--- src/rtl/tpc_pkg.sv ---
// shared types and constants for the thermistor probe converter
// no dependencies; every other file but tpc_ram refers to it by scoped names
package tpc_pkg;

  // field and register widths
  localparam int PROBE_W  = 3;
  localparam int CODE_W   = 10;
  localparam int TEMP_W   = 16;
  localparam int SERIES_W = 20;
  localparam int COEF_W   = 48;
  localparam int PADDR_W  = 5;
  localparam int PDATA_W  = 64;
  localparam int REG_W    = 2;

  // register indexes
  localparam logic [REG_W-1:0] REG_SERIES = 2'd0;
  localparam logic [REG_W-1:0] REG_COEF_A = 2'd1;
  localparam logic [REG_W-1:0] REG_COEF_B = 2'd2;
  localparam logic [REG_W-1:0] REG_COEF_C = 2'd3;

  localparam logic [SERIES_W-1:0] SERIES_RESET = 20'd10000;

  // log2 unit
  localparam int LOG_FRAC = 24;
  localparam int MANT_W   = 31;
  localparam int NORM_STEP = 8;

  // shared multiplier: 48-bit magnitudes, 16-bit digits
  localparam int MAG_W      = 48;
  localparam int DIGIT_W    = 16;
  localparam int MUL_DIGITS = MAG_W / DIGIT_W;
  localparam int PROD_W     = 2 * MAG_W;

  // datapath value widths
  localparam int D_W  = 32;
  localparam int L_W  = 32;
  localparam int L2_W = 40;
  localparam int L3_W = 40;
  localparam int DV_W = 67;

  localparam logic [63:0] LN2_Q32   = 64'd2977044472;
  localparam logic [63:0] RECIP_NUM = 64'h9000_0000_0000_0000;
  localparam logic [63:0] INT64_MAX = 64'h7fff_ffff_ffff_ffff;
  localparam int OFFSET_Q4 = 117606;

  // sequencer steps
  localparam int STEP_W = 3;
  localparam logic [STEP_W-1:0] STEP_LOG_NUM = 3'd0;
  localparam logic [STEP_W-1:0] STEP_LOG_DEN = 3'd1;
  localparam logic [STEP_W-1:0] STEP_MUL_L   = 3'd2;
  localparam logic [STEP_W-1:0] STEP_MUL_L2  = 3'd3;
  localparam logic [STEP_W-1:0] STEP_MUL_L3  = 3'd4;
  localparam logic [STEP_W-1:0] STEP_MUL_B   = 3'd5;
  localparam logic [STEP_W-1:0] STEP_MUL_C   = 3'd6;
  localparam logic [STEP_W-1:0] STEP_DIV     = 3'd7;

  // controller to datapath
  typedef struct packed {
    logic              load;
    logic              read;
    logic              start;
    logic              store;
    logic              emit;
    logic [STEP_W-1:0] step;
  } tpc_cmd_t;

  // datapath to controller
  typedef struct packed {
    logic idx_ok;
    logic rail;
    logic done;
  } tpc_status_t;

endpackage

--- src/rtl/tpc_ctrl.sv ---
// controller: sample and result handshakes and the step sequencer
// depends on tpc_pkg
module tpc_ctrl (
  input  logic                  clk,
  input  logic                  rst,
  input  logic                  in_valid,
  output logic                  in_ready,
  output logic                  out_valid,
  input  logic                  out_ready,
  input  tpc_pkg::tpc_status_t  status,
  output tpc_pkg::tpc_cmd_t     cmd
);
  localparam logic [2:0] ST_IDLE = 3'd0;
  localparam logic [2:0] ST_READ = 3'd1;
  localparam logic [2:0] ST_GO   = 3'd2;
  localparam logic [2:0] ST_WAIT = 3'd3;
  localparam logic [2:0] ST_FIN  = 3'd4;

  logic [2:0]                  state;
  logic [2:0]                  state_next;
  logic [tpc_pkg::STEP_W-1:0]  step;
  logic [tpc_pkg::STEP_W-1:0]  step_next;
  logic                        out_valid_next;

  // next state and commands
  always_comb begin
    state_next     = state;
    step_next      = step;
    out_valid_next = out_valid && !out_ready;
    in_ready       = 1'b0;
    cmd            = '0;
    cmd.step       = step;
    unique case (state)
      ST_IDLE: begin
        in_ready = 1'b1;
        if (in_valid && status.idx_ok) begin
          cmd.load   = 1'b1;
          state_next = ST_READ;
        end
      end
      ST_READ: begin
        cmd.read   = 1'b1;
        step_next  = tpc_pkg::STEP_LOG_NUM;
        state_next = status.rail ? ST_FIN : ST_GO;
      end
      ST_GO: begin
        cmd.start  = 1'b1;
        state_next = ST_WAIT;
      end
      ST_WAIT: begin
        if (status.done) begin
          cmd.store = 1'b1;
          if (step == tpc_pkg::STEP_DIV) begin
            state_next = ST_FIN;
          end else begin
            step_next  = step + tpc_pkg::STEP_W'(1);
            state_next = ST_GO;
          end
        end
      end
      ST_FIN: begin
        if (!out_valid || out_ready) begin
          cmd.emit       = 1'b1;
          out_valid_next = 1'b1;
          state_next     = ST_IDLE;
        end
      end
      default: begin
        state_next = ST_IDLE;
      end
    endcase
  end

  // state registers
  always_ff @(posedge clk) begin
    if (rst) begin
      state     <= ST_IDLE;
      step      <= tpc_pkg::STEP_LOG_NUM;
      out_valid <= 1'b0;
    end else begin
      state     <= state_next;
      step      <= step_next;
      out_valid <= out_valid_next;
    end
  end
endmodule

--- config.mk ---
export PLATFORM = sky130hd
export DESIGN_NAME = tpc_ctrl
export DESIGN_NICKNAME = d
export VERILOG_FILES = /design/src/rtl/tpc_pkg.sv /design/src/rtl/tpc_ctrl.sv
export SDC_FILE = /design/constraint.sdc
export NUM_CORES = 1
export LEC_CHECK = 0
export BUFFER_PORTS_ARGS = -buffer_cell sky130_fd_sc_hd__buf_4
export CORE_AREA = 2 2 39 41
export DETAILED_ROUTE_END_ITERATION = 7
export DIE_AREA = 0 0 41 43
export GPL_ROUTABILITY_DRIVEN = 0
export GPL_TIMING_DRIVEN = 1
export PLACE_DENSITY_LB_ADDON = 0.15
export RECOVER_POWER = 50
export REMOVE_ABC_BUFFERS = 1
export SETUP_SLACK_MARGIN = 0.5
export SYNTH_ARGS = -nofsm -noshare
export SYNTH_HDL_FRONTEND = slang
export SYNTH_SLANG_ARGS = --single-unit
--- constraint.sdc ---
create_clock -name clk -period 1.7 [get_ports clk]
set_clock_uncertainty 0.15 [all_clocks]
set_input_delay 0.34 -clock clk [delete_from_list [all_inputs] [get_ports clk]]
set_output_delay 0.34 -clock clk [all_outputs]
set_load 0.01 [all_outputs]
==> metrics.txt <==
outcome=finished, violations left; failing checks=negative setup slack; Inserted Clock Buffers=3; NumNets Final=86; DRC errors left=0; final hold vios=0; HPWL Detailed=642 um; HP Class=in -> reg; final worst path period share=1.02; Clock transition at path regs=0.06 ns; first-pass GRT wire length=1970 um; Sum Neg Setup Slack=-0.0426 ns; die width=41 um; Yosys cell types=20; sequential fraction of the synthesis area=0.366; slew margin rel.=0.817; Worst setup SP type=flip-flop; routed wire length=1290 um; Total Power=0.433 mW; RSZ-0062 raised after global routing=yes; post-synth top area share=0.366; core area=1380 um2; fmax=579 MHz; Crit. End Element=output port; layout cell share with drive strength beyond 1=0.829; critical path required time=1.21 ns; clock network fraction of total power=0.354; Post-Synthesis Cells=40; P_int=0.317 mW; die area=1760 um2; worst setup path class=reg -> out; Max IR drop VDD=0.337 mV; Yosys warnings=0; Root Driver=clkbuf_4; via-per-instance ratio=4.78; max cap viols=0; die height=43 um; vias in the first global route=461; Initial Util=0.277; IO Pins=17; combinational power share=0.261; DR pass1 iterations=2; GR Util All Layers=0.168; Antenna diodes=0; # H-tree levels=1; Rows=14; final hold slack=0.173 ns; synth top area cells=dfxtp_1 (37%), ha_1 (6.5%), nand2b_1 (6.5%); switch share=0.267; CP arrival=1.24 ns; Power Dens Cells=489 nW/um2; largest net degree at the start of global routing=9; Buffers on Ports=16; Hold Crit Depth=2; via count=440; CTS tree=built; Wirelength per Cell=14.0 um; clk_lat worst skew=0.25 ns; DRT iter0 DRCs=2; mean post-synth cell area=9.57 um2; Antenna Nets Post-Route=0; Lkg Pwr=0.377 nW; Synth-to-Final Area Change=131%; Post-Route Utilization=0.640; Slew Viols, Final=0; Clock Path Buffers=2; Worst R2R Setup Slack=0.24 ns; #FFs+latches synth=7; Mapped Area=383 um2; clock sinks=7; Slew @ Worst Pin=0.273 ns; initial antenna violation count=0; largest area contributor in the netlist=dfxtp_1; Final min period=1.73 ns; Setup-failing EPs final=2; Max Fanout on Critical Path=4; Congestion Overflow GR=0; Reg2Reg Depth=6; Sw Pwr=0.116 mW; Final WS setup=-0.0271 ns; register share of total power=0.384
cells by family after synthesis:
kind of cell,count (synthesis),share of synthesized area
and+or+nand+nor,21,0.337
adders and majority gates,2,0.0653
buffers and inverters,1,0.0294
AOI/OAI and AO/OA,8,0.173
muxes,1,0.0294
DFF,7,0.366
per-stage QoR:
stage	instance area, um2	std cells	worst slack [ns]
final	886	92	-0.0271
after global routing	886	92	-0.0682
after detailed placement	527	73	0.152
after global placement	527	73	0.196
after CTS	766	86	-0.0260
after floorplan	372	39	0.212
cell usage in the layout (no fill, tap or decap), types with 2 or more instances in the layout:
cell and instances:
a22o_1 2, ha_4 2, nand2b_1 3, buf_6 16
dfxtp_4 5, nor2b_1 3, clkbuf_4 3, buf_4 17
dfxtp_2 2
timing repair:
action	CTS	global route
setup buffers	9	6
pin swaps	8	6
gates resized for setup	36	18
hold buffers	0	0
endpoints found under the setup margin	14	16
cloned	0	0
synth_stat cells:
cell type  count
o22ai_1        2
a22o_1         2
nand2_1        3
a2bb2oi_1      1
buf_6          1
nor2_1         2
a31oi_1        1
nor2b_1        4
and2b_1        1
nor4_2         1
or3b_4         1
mux2_2         1
ha_1           2
o32ai_2        1
and3_1         1
nor3_1         3
dfxtp_1        7
nor3b_1        1
nand2b_1       4
a21oi_1        1
metal layers:
layer / up-vias / track usage / wire length (um)
met5: - / 0 / 0
met4: 0 / 0.0867 / 31
met3: 4 / 0.0524 / 73
met2: 13 / 0.266 / 654
met1: 206 / 0.192 / 532
li1: 217 / - / -
final cells by class:
| cell class | count | area [um2] |
|---|---|---|
| fill | 102 | 498 |
| multi-input combinational | 32 | 370 |
| timing repair buffer | 33 | 308 |
| sequential | 7 | 161 |
| clock buffer | 4 | 26.3 |
| tap | 16 | 20.0 |
power by group through the flow:
stage               logic (mW)  clock network [mW]  registers [mW]
global route             0.120               0.175           0.167
floorplan               0.0267                   0           0.176
finish                   0.113               0.153           0.166
global placement        0.0591                   0           0.176
detailed placement      0.0580                   0           0.176
CTS                     0.0840               0.156           0.166
worst max-delay path: stages, from the launching register on:
cell and delay, ns:
dfxtp_4 0.35, buf_4 0.16, nor3_4 0.18, and3_4 0.20, buf_6 0.09
worst paths after layout:
check | start | to
hold reg to reg | step[2] | step[2]
setup reg to reg | state[1] | step[0]
hold / removal | rst | out_valid
setup / recovery | state[0] | cmd[7]
sequential cells by signal (all words and copies together) (netlist names):
name       count
out_valid      1
state          3
step           3
No activity file was read; power rests on OpenSTA's default activity.
